--- src/hw/rtl/dtq_pkg.sv ---
// ----------------------------------------------------------------------------
// dtq_pkg: shared types and constants of the delayed event timer queue
// Field widths, command and result codes, entry layout and control states.
// ----------------------------------------------------------------------------
`timescale 1ns / 1ps
`default_nettype none
package dtq_pkg;

   // default table depth
   localparam int QUEUE_DEPTH_DEF = 16;

   // field widths
   localparam int MODE_W    = 2;
   localparam int TYPE_W    = 32;
   localparam int RECV_W    = 16;
   localparam int PAYLOAD_W = 32;
   localparam int DELAY_W   = 32;
   localparam int STEP_W    = 31;
   localparam int KIND_W    = 3;
   localparam int ENTRY_W   = TYPE_W + RECV_W + PAYLOAD_W + DELAY_W;

   // command codes
   localparam logic [MODE_W-1:0] MODE_INSERT = 2'd0;
   localparam logic [MODE_W-1:0] MODE_TICK   = 2'd1;
   localparam logic [MODE_W-1:0] MODE_CLEAR  = 2'd2;

   // result codes
   localparam logic [KIND_W-1:0] KIND_INSERTED   = 3'd0;
   localparam logic [KIND_W-1:0] KIND_DROPPED    = 3'd1;
   localparam logic [KIND_W-1:0] KIND_FIRED      = 3'd2;
   localparam logic [KIND_W-1:0] KIND_NONE_FIRED = 3'd3;
   localparam logic [KIND_W-1:0] KIND_CLEARED    = 3'd4;

   // control states
   typedef enum logic [1:0] {
      ST_IDLE,
      ST_TICK,
      ST_FINISH
   } state_type;

   // one table entry as stored in memory
   typedef struct packed {
      logic [TYPE_W-1:0]    ev_type;
      logic [RECV_W-1:0]    receiver;
      logic [PAYLOAD_W-1:0] payload;
      logic [DELAY_W-1:0]   remaining;
   } entry_type;

   // outcome of one delay update
   typedef struct packed {
      logic               fire;
      logic [DELAY_W-1:0] remaining;
   } eval_type;

endpackage
`default_nettype wire

--- src/hw/rtl/delayed_event_timer_queue_core.sv ---
// ----------------------------------------------------------------------------
// delayed_event_timer_queue_core: table of pending timed events
// Insert, tick and clear commands over a memory-held event table.
// ----------------------------------------------------------------------------
// Usage:
//   The req_ channel takes one command beat: insert (append an event at the
//   tail, dropped when the table is full), tick (age every event by
//   req_time_step and fire the due ones) or clear. The rsp_ channel returns
//   the result beats; rsp_last_result marks the final beat of a command.
//   Mode 3 is swallowed without a result.
//   Insert and clear give one beat each. A tick walks the table through
//   the single read port of the entry memory, one entry per cycle unless a
//   receiver stall holds it.
//   Survivors are compacted in place through the write port behind the read
//   pointer. Commands are handled one at a time.
//   A result register parts the channels: a new command is taken while a
//   beat waits, provided the register frees up in that cycle. When the
//   receiver stalls, the walk pauses on the next due event.
//   Reset empties the table at once; no clearing pass is needed since only
//   entries below the count are ever read.
// ----------------------------------------------------------------------------
`timescale 1ns / 1ps
`default_nettype none
module delayed_event_timer_queue_core #(
   parameter int QUEUE_DEPTH = dtq_pkg::QUEUE_DEPTH_DEF
) (
   input  wire logic                            clock,
   input  wire logic                            reset,
   input  wire logic                            req_valid,
   output logic                                 req_ready,
   input  wire logic [dtq_pkg::MODE_W-1:0]      req_mode,
   input  wire logic [dtq_pkg::TYPE_W-1:0]      req_event_type,
   input  wire logic [dtq_pkg::RECV_W-1:0]      req_receiver_id,
   input  wire logic [dtq_pkg::PAYLOAD_W-1:0]   req_payload_tag,
   input  wire logic signed [dtq_pkg::DELAY_W-1:0] req_delay_amount,
   input  wire logic [dtq_pkg::STEP_W-1:0]      req_time_step,
   output logic                                 rsp_valid,
   input  wire logic                            rsp_ready,
   output logic      [dtq_pkg::KIND_W-1:0]      rsp_kind,
   output logic      [dtq_pkg::TYPE_W-1:0]      rsp_fired_type,
   output logic      [dtq_pkg::RECV_W-1:0]      rsp_fired_receiver,
   output logic      [dtq_pkg::PAYLOAD_W-1:0]   rsp_fired_payload,
   output logic                                 rsp_last_result
);
   import dtq_pkg::*;

   localparam int IW = $clog2(QUEUE_DEPTH);
   localparam int CW = $clog2(QUEUE_DEPTH + 1);
   localparam logic [CW-1:0] DEPTH_C = CW'(QUEUE_DEPTH);

   // control state
   state_type            state_ff, state_in;
   logic [CW-1:0]        count_ff, count_in;
   logic [CW-1:0]        rd_idx_ff, rd_idx_in;
   logic [CW-1:0]        keep_ff, keep_in;
   logic                 eval_valid_ff, eval_valid_in;
   logic                 held_valid_ff, held_valid_in;
   logic                 rsp_valid_ff, rsp_valid_in;

   // payload registers
   logic [STEP_W-1:0]    step_ff, step_in;
   logic [TYPE_W-1:0]    held_type_ff, held_type_in;
   logic [RECV_W-1:0]    held_recv_ff, held_recv_in;
   logic [PAYLOAD_W-1:0] held_payload_ff, held_payload_in;
   logic [KIND_W-1:0]    rsp_kind_ff, rsp_kind_in;
   logic [TYPE_W-1:0]    rsp_type_ff, rsp_type_in;
   logic [RECV_W-1:0]    rsp_recv_ff, rsp_recv_in;
   logic [PAYLOAD_W-1:0] rsp_payload_ff, rsp_payload_in;
   logic                 rsp_last_ff, rsp_last_in;

   // memory ports
   logic                 wr_en;
   logic [IW-1:0]        wr_addr;
   entry_type            wr_entry;
   logic                 rd_en;
   entry_type            rd_entry;
   logic [ENTRY_W-1:0]   rd_word;

   // walk control
   eval_type             ev;
   logic                 slot_free;
   logic                 req_beat;
   logic                 fire;
   logic                 stall;
   logic                 more;

   dtq_ram #(
      .WIDTH (ENTRY_W),
      .DEPTH (QUEUE_DEPTH)
   ) u_entry_ram (
      .clock   (clock),
      .wr_en   (wr_en),
      .wr_addr (wr_addr),
      .wr_data (wr_entry),
      .rd_en   (rd_en),
      .rd_addr (rd_idx_ff[IW-1:0]),
      .rd_data (rd_word)
   );

   assign rd_entry = entry_type'(rd_word);

   dtq_delay_eval u_delay_eval (
      .remaining (rd_entry.remaining),
      .time_step (step_ff),
      .result    (ev)
   );

   // handshake and walk conditions
   assign slot_free = ~rsp_valid_ff | rsp_ready;
   assign req_ready = (state_ff == ST_IDLE) & slot_free;
   assign req_beat  = req_valid & req_ready;
   assign fire      = eval_valid_ff & ev.fire;
   assign stall     = fire & held_valid_ff & ~slot_free;
   assign more      = rd_idx_ff < count_ff;

   // next state
   always_comb begin
      state_in = state_ff;
      case (state_ff)
         ST_IDLE: begin
            if (req_beat && req_mode == MODE_TICK) begin
               state_in = ST_TICK;
            end
         end
         ST_TICK: begin
            if (!stall && !more) begin
               state_in = ST_FINISH;
            end
         end
         ST_FINISH: begin
            if (slot_free) begin
               state_in = ST_IDLE;
            end
         end
         default: state_in = ST_IDLE;
      endcase
   end

   // datapath and control outputs
   always_comb begin
      count_in        = count_ff;
      rd_idx_in       = rd_idx_ff;
      keep_in         = keep_ff;
      eval_valid_in   = eval_valid_ff;
      held_valid_in   = held_valid_ff;
      step_in         = step_ff;
      held_type_in    = held_type_ff;
      held_recv_in    = held_recv_ff;
      held_payload_in = held_payload_ff;
      rsp_valid_in    = rsp_valid_ff & ~rsp_ready;
      rsp_kind_in     = rsp_kind_ff;
      rsp_type_in     = rsp_type_ff;
      rsp_recv_in     = rsp_recv_ff;
      rsp_payload_in  = rsp_payload_ff;
      rsp_last_in     = rsp_last_ff;
      wr_en           = 1'b0;
      wr_addr         = keep_ff[IW-1:0];
      wr_entry        = '{ev_type: rd_entry.ev_type, receiver: rd_entry.receiver,
                          payload: rd_entry.payload, remaining: ev.remaining};
      rd_en           = 1'b0;

      case (state_ff)
         ST_IDLE: begin
            if (req_beat) begin
               rsp_type_in    = '0;
               rsp_recv_in    = '0;
               rsp_payload_in = '0;
               rsp_last_in    = 1'b1;
               case (req_mode)
                  MODE_INSERT: begin
                     rsp_valid_in = 1'b1;
                     if (count_ff < DEPTH_C) begin
                        // append at the tail
                        wr_en       = 1'b1;
                        wr_addr     = count_ff[IW-1:0];
                        wr_entry    = '{ev_type: req_event_type, receiver: req_receiver_id,
                                        payload: req_payload_tag,
                                        remaining: req_delay_amount};
                        count_in    = count_ff + 1'b1;
                        rsp_kind_in = KIND_INSERTED;
                     end else begin
                        rsp_kind_in = KIND_DROPPED;
                     end
                  end
                  MODE_TICK: begin
                     // start the walk
                     step_in       = req_time_step;
                     rd_idx_in     = '0;
                     keep_in       = '0;
                     eval_valid_in = 1'b0;
                     held_valid_in = 1'b0;
                  end
                  MODE_CLEAR: begin
                     count_in     = '0;
                     rsp_valid_in = 1'b1;
                     rsp_kind_in  = KIND_CLEARED;
                  end
                  default: ;
               endcase
            end
         end
         ST_TICK: begin
            if (!stall) begin
               // retire the entry in the eval stage
               if (eval_valid_ff) begin
                  if (ev.fire) begin
                     if (held_valid_ff) begin
                        rsp_valid_in   = 1'b1;
                        rsp_kind_in    = KIND_FIRED;
                        rsp_type_in    = held_type_ff;
                        rsp_recv_in    = held_recv_ff;
                        rsp_payload_in = held_payload_ff;
                        rsp_last_in    = 1'b0;
                     end
                     held_valid_in   = 1'b1;
                     held_type_in    = rd_entry.ev_type;
                     held_recv_in    = rd_entry.receiver;
                     held_payload_in = rd_entry.payload;
                  end else begin
                     // compact survivor behind the read pointer
                     wr_en   = 1'b1;
                     keep_in = keep_ff + 1'b1;
                  end
               end
               // advance the read pointer
               rd_en         = more;
               eval_valid_in = more;
               if (more) begin
                  rd_idx_in = rd_idx_ff + 1'b1;
               end
            end
         end
         ST_FINISH: begin
            if (slot_free) begin
               rsp_valid_in  = 1'b1;
               rsp_last_in   = 1'b1;
               count_in      = keep_ff;
               held_valid_in = 1'b0;
               if (held_valid_ff) begin
                  rsp_kind_in    = KIND_FIRED;
                  rsp_type_in    = held_type_ff;
                  rsp_recv_in    = held_recv_ff;
                  rsp_payload_in = held_payload_ff;
               end else begin
                  rsp_kind_in    = KIND_NONE_FIRED;
                  rsp_type_in    = '0;
                  rsp_recv_in    = '0;
                  rsp_payload_in = '0;
               end
            end
         end
         default: ;
      endcase
   end

   // control registers
   always_ff @(posedge clock) begin
      if (reset) begin
         state_ff      <= ST_IDLE;
         count_ff      <= '0;
         rd_idx_ff     <= '0;
         keep_ff       <= '0;
         eval_valid_ff <= 1'b0;
         held_valid_ff <= 1'b0;
         rsp_valid_ff  <= 1'b0;
      end else begin
         state_ff      <= state_in;
         count_ff      <= count_in;
         rd_idx_ff     <= rd_idx_in;
         keep_ff       <= keep_in;
         eval_valid_ff <= eval_valid_in;
         held_valid_ff <= held_valid_in;
         rsp_valid_ff  <= rsp_valid_in;
      end
   end

   // payload registers
   always_ff @(posedge clock) begin
      step_ff         <= step_in;
      held_type_ff    <= held_type_in;
      held_recv_ff    <= held_recv_in;
      held_payload_ff <= held_payload_in;
      rsp_kind_ff     <= rsp_kind_in;
      rsp_type_ff     <= rsp_type_in;
      rsp_recv_ff     <= rsp_recv_in;
      rsp_payload_ff  <= rsp_payload_in;
      rsp_last_ff     <= rsp_last_in;
   end

   assign rsp_valid          = rsp_valid_ff;
   assign rsp_kind           = rsp_kind_ff;
   assign rsp_fired_type     = rsp_type_ff;
   assign rsp_fired_receiver = rsp_recv_ff;
   assign rsp_fired_payload  = rsp_payload_ff;
   assign rsp_last_result    = rsp_last_ff;

   // table never overfills
   a_count_bound : assert property (@(posedge clock) disable iff (reset)
      count_ff <= DEPTH_C)
      else $error("entry count above depth");

   // compaction writes stay behind the read pointer
   a_keep_behind : assert property (@(posedge clock) disable iff (reset)
      (state_ff == ST_TICK) |-> (keep_ff <= rd_idx_ff && rd_idx_ff <= count_ff))
      else $error("compaction pointer overtook read pointer");

   // no held event survives a finished tick
   a_held_idle : assert property (@(posedge clock) disable iff (reset)
      (state_ff == ST_IDLE) |-> !held_valid_ff)
      else $error("fired event left behind after tick");

   // a finished tick always ends in a final beat
   a_finish_last : assert property (@(posedge clock) disable iff (reset)
      (state_ff == ST_FINISH && slot_free) |=> (rsp_valid_ff && rsp_last_ff))
      else $error("tick ended without final beat");

endmodule
`default_nettype wire

--- src/hw/rtl/dtq_ram.sv ---
// ----------------------------------------------------------------------------
// dtq_ram: generic simple dual-port RAM
// One write port, one read port with registered read data.
// ----------------------------------------------------------------------------
`timescale 1ns / 1ps
`default_nettype none
module dtq_ram #(
   parameter int WIDTH = 8,
   parameter int DEPTH = 16
) (
   input  wire logic                     clock,
   input  wire logic                     wr_en,
   input  wire logic [$clog2(DEPTH)-1:0] wr_addr,
   input  wire logic [WIDTH-1:0]         wr_data,
   input  wire logic                     rd_en,
   input  wire logic [$clog2(DEPTH)-1:0] rd_addr,
   output logic      [WIDTH-1:0]         rd_data
);

   logic [WIDTH-1:0] mem_ff [DEPTH];

   // write port
   always_ff @(posedge clock) begin
      if (wr_en) begin
         mem_ff[wr_addr] <= wr_data;
      end
   end

   // registered read; data holds while rd_en is low
   always_ff @(posedge clock) begin
      if (rd_en) begin
         rd_data <= mem_ff[rd_addr];
      end
   end

endmodule
`default_nettype wire

--- src/hw/rtl/dtq_delay_eval.sv ---
// ----------------------------------------------------------------------------
// dtq_delay_eval: delay update for one entry
// Subtract the time step at full width, saturate at the negative limit and
// flag the entry as due when the new delay is at or below zero.
// ----------------------------------------------------------------------------
`timescale 1ns / 1ps
`default_nettype none
module dtq_delay_eval (
   input  wire logic     [dtq_pkg::DELAY_W-1:0] remaining,
   input  wire logic     [dtq_pkg::STEP_W-1:0]  time_step,
   output dtq_pkg::eval_type                    result
);
   import dtq_pkg::*;

   logic [DELAY_W:0] diff;
   logic             underflow;

   // exact difference, one guard bit
   assign diff = {remaining[DELAY_W-1], remaining}
               - {{(DELAY_W + 1 - STEP_W){1'b0}}, time_step};

   // below the most negative value: sign set, next bit clear
   assign underflow = diff[DELAY_W] & ~diff[DELAY_W-1];

   always_comb begin
      result.remaining = underflow ? {1'b1, {(DELAY_W - 1){1'b0}}} : diff[DELAY_W-1:0];
      result.fire      = diff[DELAY_W] | (diff == '0);
   end

endmodule
`default_nettype wire

--- config.mk ---
export PLATFORM = sky130hd
export DESIGN_NAME = delayed_event_timer_queue_core
export DESIGN_NICKNAME = d
export VERILOG_FILES = /design/src/hw/rtl/dtq_pkg.sv /design/src/hw/rtl/delayed_event_timer_queue_core.sv /design/src/hw/rtl/dtq_ram.sv /design/src/hw/rtl/dtq_delay_eval.sv
export SDC_FILE = /design/constraint.sdc
export NUM_CORES = 2
export LEC_CHECK = 0
export ABC_AREA = 1
export BUFFER_PORTS_ARGS = -buffer_cell sky130_fd_sc_hd__buf_4
export CAP_MARGIN = 20
export CORE_ASPECT_RATIO = 1.5
export CORE_MARGIN = 2
export CORE_UTILIZATION = 50
export CTS_CLUSTER_DIAMETER = 100
export DETAILED_ROUTE_END_ITERATION = 12
export GPL_ROUTABILITY_DRIVEN = 0
export GPL_TIMING_DRIVEN = 1
export PLACE_DENSITY = 0.65
export SYNTH_ARGS = -nofsm -noshare
export SYNTH_HDL_FRONTEND = slang
export SYNTH_SLANG_ARGS = --single-unit
--- constraint.sdc ---
create_clock -name clock -period 14 [get_ports clock]
set_input_delay 1.4 -clock clock [delete_from_list [all_inputs] [get_ports clock]]
set_output_delay 1.4 -clock clock [all_outputs]
set_load 0.01 [all_outputs]
## After elaboration in Yosys (flattened, before gate mapping)

Memories as Yosys holds them, arrays and structs flattened. A register that Yosys moved wholly into a read port is not among the register bits.
Cells that the tools add are included.

| storage, ports and cells | value |
|---|---|
| flip-flop bits (word level) | 215 |
| memory bits (writable) | 1792 |
| input bits | 149 |
| output and inout port bits | 86 |
| word-level logic and storage cells | 170 |
| memories | 1 |

Memory list:

| memory | words | width | read ports | clocked after Yosys merged registers in | write ports | RTL line | source |
|---|---|---|---|---|---|---|---|
| u_entry_ram.mem_ff | 16 | 112 | 1 | 1 | 1 | dtq_ram.sv:20 | `logic [WIDTH-1:0] mem_ff [DEPTH];` |

| operators by class | value |
|---|---|
| $add $sub $neg | 4 |
| $lt $le $gt $ge | 2 |
| eq/ne operators | 17 |
| multiplexer cells | 95 |
| bitwise gates (word level) | 14 |
| reduce and logical (&&, ||, !) cells | 21 |

Operators with widths:

| kind | count |
|---|---|
| 112-bit two-way mux | 4 |
| 32-bit two-way mux | 14 |
| 32-bit one-hot mux with 3 select lines | 2 |
| 16-bit two-way mux | 7 |
| 5-bit two-way mux | 10 |
| 16-bit one-hot mux with 3 select lines | 1 |
| 5-bit one-hot mux with 2 select lines | 4 |
| 33-bit zero test | 1 |
| 32-bit by 32-bit subtractor with 33-bit output | 1 |
| 1-bit two-way mux | 32 |
| 3-bit two-way mux | 6 |
| 2-bit inequality test, second input constant | 9 |
| 4-bit two-way mux | 4 |
| 5-bit by 1-bit adder with 5-bit output, second input constant | 3 |
| 7-bit AND reduction | 2 |
| 5-bit AND reduction | 2 |
| 1-bit one-hot mux with 3 select lines | 3 |
| 3-bit one-hot mux with 3 select lines | 1 |
| 4-bit AND reduction | 2 |
| 8-bit AND reduction | 1 |
| 1-bit bitwise AND | 7 |
| 2-bit two-way mux | 3 |
| 2-bit one-hot mux with 3 select lines | 1 |
| 3-bit one-hot mux with 2 select lines | 1 |
| other kinds (18) | 32 |

## Longest topological paths before layout

| depth | value |
|---|---|
| depth in word-level cells | 10 |
| depth in mapped cells | 25 |
| mapped depth without buffers | 25 |

## Modules after synthesis

A second synthesis with hierarchy kept.

| unflattened totals | value |
|---|---|
| cell total of the unflattened synthesis | 8719 |
| area total of the unflattened synthesis | 92892.8 µm² |

By module, submodules not included:

| module | instances | cells each | area an instance (µm²) | seq. area each (µm²) |
|---|---|---|---|---|
| dtq_ram | 1 | 7348 | 79935.4 | 57174.8 |
| delayed_event_timer_queue_core | 1 | 724 | 9917.0 | 6256.0 |
| dtq_delay_eval | 1 | 647 | 3040.4 | 0.0 |

## Least setup slack after synthesis

No wires, ideal clock.

| path | value |
|---|---|
| path kind | input-to-reg |
| from | in rsp_ready |
| to | mem u_entry_ram.mem_ff[0][0] (netlist name), enable pin |
| library setup time | 0.585 ns |
| data arrival time | 7.479 ns |
| required time | 13.415 ns |
| slack | 5.936 ns |
| stages | 9 |
| path buffers | 0 |
| path through | nor2_1 > nor2_1 > nand2_1 > nor3_1 > inv_1 > or2_2 > o21ai_0 > nand3_1 > nor2_1 |

| on the way | value |
|---|---|
| longest elaborated chain between the ends | 7 |
| elaborated cells on any way between the ends | 12 |
| those cells by class | mux: 7; bitwise: 5 |

RTL lines:

| item | RTL line | source |
|---|---|---|
| start, declared | delayed_event_timer_queue_core.sv:38 | `input wire logic rsp_ready,` |
| 1-bit bitwise OR (*) | delayed_event_timer_queue_core.sv:109 | `assign slot_free = ~rsp_valid_ff \| rsp_ready;` |
| 1-bit bitwise AND (*) | delayed_event_timer_queue_core.sv:110 | `assign req_ready = (state_ff == ST_IDLE) & slot_free;` |
| via req_ready | delayed_event_timer_queue_core.sv:30 | `output logic req_ready,` |
| 1-bit bitwise AND (*) | delayed_event_timer_queue_core.sv:111 | `assign req_beat = req_valid & req_ready;` |
| 1-bit two-way mux | delayed_event_timer_queue_core.sv:164 | `if (req_beat) begin` |
| 1-bit one-hot mux with 2 select lines | delayed_event_timer_queue_core.sv:162 | `case (state_ff)` |
| 1-bit two-way mux | dtq_ram.sv:24 | `if (wr_en) begin` |
| 1-bit two-way mux (implied by the code) | dtq_ram.sv:25 | `mem_ff[wr_addr] <= wr_data;` |
| end, declared | dtq_ram.sv:20 |  |

The timed path passes the listed nets; every way through them passes the cells marked *.

## Worst setup path in the final report

| path | value |
|---|---|
| from | reg step_ff[0] |
| to | mem u_entry_ram.mem_ff[14][90] (netlist name), enable pin |

| on the way | value |
|---|---|
| longest elaborated chain between the ends | 10 |
| elaborated cells on any way between the ends | 12 |
| those cells by class | add/sub: 1; mux: 6; bitwise: 4; reduce/logical: 1 |

RTL lines:

| item | RTL line | source |
|---|---|---|
| start, declared | delayed_event_timer_queue_core.sv:61 | `logic [STEP_W-1:0] step_ff, step_in;` |
| start signal, assigned | delayed_event_timer_queue_core.sv:279 | `step_ff <= step_in;` |
| 32-bit by 32-bit subtractor with 33-bit output (*) | dtq_delay_eval.sv:20 | `- {{(DELAY_W + 1 - STEP_W){1'b0}}, time_step};` |
| 33-bit zero test | dtq_delay_eval.sv:27 | `result.fire = diff[DELAY_W] \| (diff == '0);` |
| 1-bit bitwise OR (*) | dtq_delay_eval.sv:27 |  |
| 1-bit bitwise AND | delayed_event_timer_queue_core.sv:112 | `assign fire = eval_valid_ff & ev.fire;` |
| 1-bit bitwise AND (2 in a row) | delayed_event_timer_queue_core.sv:113 | `assign stall = fire & held_valid_ff & ~slot_free;` |
| 1-bit two-way mux (*) | delayed_event_timer_queue_core.sv:203 | `if (!stall) begin` |
| 1-bit one-hot mux with 2 select lines (*) | delayed_event_timer_queue_core.sv:162 |  |
| 1-bit two-way mux (*) | dtq_ram.sv:24 |  |
| 1-bit two-way mux (implied by the code) (*) | dtq_ram.sv:25 |  |

Every way passes the cells marked *; elsewhere a longest branch is shown, timed or not.

==> run summary <==
First drt pass iteration count - 7
Avg Inst Size Synth - 13.4 µm²
Flop-to-flop setup slack - 7.72 ns
Post-synthesis cell count - 6310
Worst VDD drop - 0.000152 V
CTS tree - built
Hold Vio Cnt, Final - 0
Initial drt markers - 5471
Die area - 172000 µm²
CP max FO - 44
Max cap viols - 0
Post-CTS sizing - 0
RSZ-0062 raised after global routing - false
Number of antenna-violating nets in the routed design - 0
Yosys top cell area share - 0.746
Top cell type by total area after synthesis - edfxtp_1
First-pass GRT wire length - 313 mm
Status - finished clean
Postcts setup bufs - 0
Initial Utilization - 0.504
Final cell count without fillers - 8865
Synth cell count leaders - 2099 x edfxtp_1, 1164 x nor2_1, 800 x nand2_1
Core area - 168000 µm²
Worst slew pin tran - 1.15 ns
FP Rows - 184
Critical Path AT - 6.73 ns
Fmax - 159 MHz
Boundary Pins - 235
Antenna violations before repair - 4
Skew final - 0.0401 ns
Vias - 52150
Post-Route WL - 208 mm
Post-DP HPWL - 106 mm
Final Core Density - 0.566
Worst-path clk slew - 0.06 ns
H-tree depth - 4
Crit end category - flop
Nets - 6658
Post-synthesis register bit count - 2119
Most used cell, CP - nand3_1
Leak - 31.8 nW
Slowest stage cell, crit path - nor2_4
Synthesized area - 84500 µm²
Slew Limit Fails - 0
Residual DRC count - 0
Hold Path Class - reg -> reg
Layout cell share with drive strength beyond 1 - 0.106
Final hold slack - 0.441 ns
Post-synth EDFFs - 2099
Final worst setup slack - 7.72 ns
DR WL/cell - 23.5 µm
Seq/Total Area, Yosys - 0.751
Root buf cell - clkbuf_16
Syn Nets - 6502
Largest net degree at the start of global routing - 217
Tcrit/Tclk final - 0.449
Unique masters post-synth - 47
Vias per cell - 5.88
Cell Chain, Critical Path - ha_1, fa_1, inv_1, nand3_1, nand2_2, nand3_1, nand3_1, nand2_1, nand2_1, nand4_1, a21oi_2, nand3_1, o21ai_2, nand3_1, nor2_4, buf_4, buf_4
Ys async rst share - 0
GR Util All Layers - 0.238
Pwr dens - 144 nW/µm²
Minimum clock period - 6.28 ns
CTS max path bufs - 3
Synth warn - 0
Largest cells by area after synthesis - edfxtp_1 75%, nor2_1 5.2%, nand2_1 3.6%
Die width - 340 µm
CTS Hold Bufs - 0
Clock latency on the worst-skew pair - 0.85 ns
Num CTS Buffers - 194
Count leader, synth - edfxtp_1
Grt ovf - 0
Port-buffer cells - 234
Critical Path RT - 14.45 ns
DIE HEIGHT - 507 µm
Kind of critical path - reg -> reg
Vias in the first global route - 51421
Area grow syn2layout - 12.3%
Main synth FF type - edfxtp_1
Placed insts - 8499
Sink Count - 2119
Setup TNS - 0 ns
Setup WS pre-CTS - 7.33 ns
Startpoint Class - flop
Slew HR - 0.234
Final setup vio count - 0
CP max stage delay - 0.98 ns
critical path: cells and delay by family (launching register included):
kind / cells / cell delay [ns]
DFF: 1 / 0.38
adders and majority gates: 2 / 0.65
and+or+nand+nor: 10 / 2.49
AOI/OAI and AO/OA: 2 / 0.54
buffers and inverters: 3 / 1.77
area by class of cell:
cell class	count	area, µm²
well taps	2232	2790
repair buffers	342	2750
multi-input cells	3538	18700
flip-flops and latches	2119	63400
diodes	3	7.51
clock buffers	236	5080
inverters	271	1040
clock inverters	124	1030
fillers	13427	72700
sequential cells by signal, indices dropped and copies added (netlist names), 16 cells and up:
name	cells
held_type_ff	32
held_recv_ff	16
u_entry_ram.rd_data	112
rsp_fired_receiver	16
step_ff	31
rsp_fired_payload	32
rsp_fired_type	32
u_entry_ram.mem_ff	1792
held_payload_ff	32
stage by stage:
stage	power, mW	instance area, µm²
floorplan	8.15	84500
global placement	8.63	88700
detailed placement	8.65	88700
CTS	13.8	94800
global route	14.1	94900
finish	13.7	94900
kinds of logic (layout without fill, tap and decap cells):
family / after synthesis / after routing / share of synthesized area
other: 0 / 3 / 0
adder cells (fa/ha/maj): 43 / 43 / 0.00646
AND/OR/NAND/NOR: 2246 / 2246 / 0.106
XOR/XNOR: 18 / 18 / 0.00187
buffers and inverters: 653 / 973 / 0.0294
AO/OA/AOI/OAI: 1051 / 1051 / 0.0846
multiplexers: 180 / 180 / 0.0213
flip-flops: 2119 / 2119 / 0.751
layout by cell type, fill, tap and decap left out, types with 16 or more instances in the layout:
cell / synthesis / layout
edfxtp_1: 2099 / 2099
nor2_1: 1164 / 1144
nand2_1: 800 / 799
o21ai_0: 491 / 490
buf_4: 0 / 328
o32ai_1: 268 / 268
inv_1: 259 / 255
nand3_1: 227 / 227
clkbuf_16: 0 / 197
mux2i_1: 180 / 180
o221ai_1: 180 / 180
o211ai_1: 44 / 44
clkinv_1: 3 / 42
clkinv_2: 0 / 42
ha_1: 42 / 42
clkbuf_1: 329 / 39
a21oi_1: 34 / 33
nor2_4: 1 / 20
inv_6: 0 / 17
dfxtp_1: 20 / 17
nand2_2: 16 / 16
path summary, 6_finish.rpt:
path | from | to | cells after the start
max | step_ff[0]$_DFFE_PP_ | u_entry_ram.mem_ff[14][90]$_DFFE_PP_ | 17
min reg2reg | u_entry_ram.rd_data[33]$_DFFE_PP_ | held_payload_ff[1]$_DFFE_PP_ | 0
min | u_entry_ram.rd_data[33]$_DFFE_PP_ | held_payload_ff[1]$_DFFE_PP_ | 0
max reg2reg | step_ff[0]$_DFFE_PP_ | u_entry_ram.mem_ff[14][90]$_DFFE_PP_ | 17
power by group:
group | total, mW | switching [mW] | internal, mW
Sequential | 7.43 | 0.0609 | 7.37
Combinational | 1.09 | 0.776 | 0.311
Clock | 5.15 | 2.32 | 2.83
layer usage:
layer | part of all wire | up-vias | track usage | wire (µm)
met5 | 0 | - | 0 | 0
met4 | 0.028 | 0 | 0.0801 | 5870
met3 | 0.066 | 351 | 0.0326 | 13800
met2 | 0.49 | 2044 | 0.395 | 101000
met1 | 0.42 | 26274 | 0.326 | 87500
li1 | - | 23481 | - | -
No activity file was read; power rests on OpenSTA's default activity.
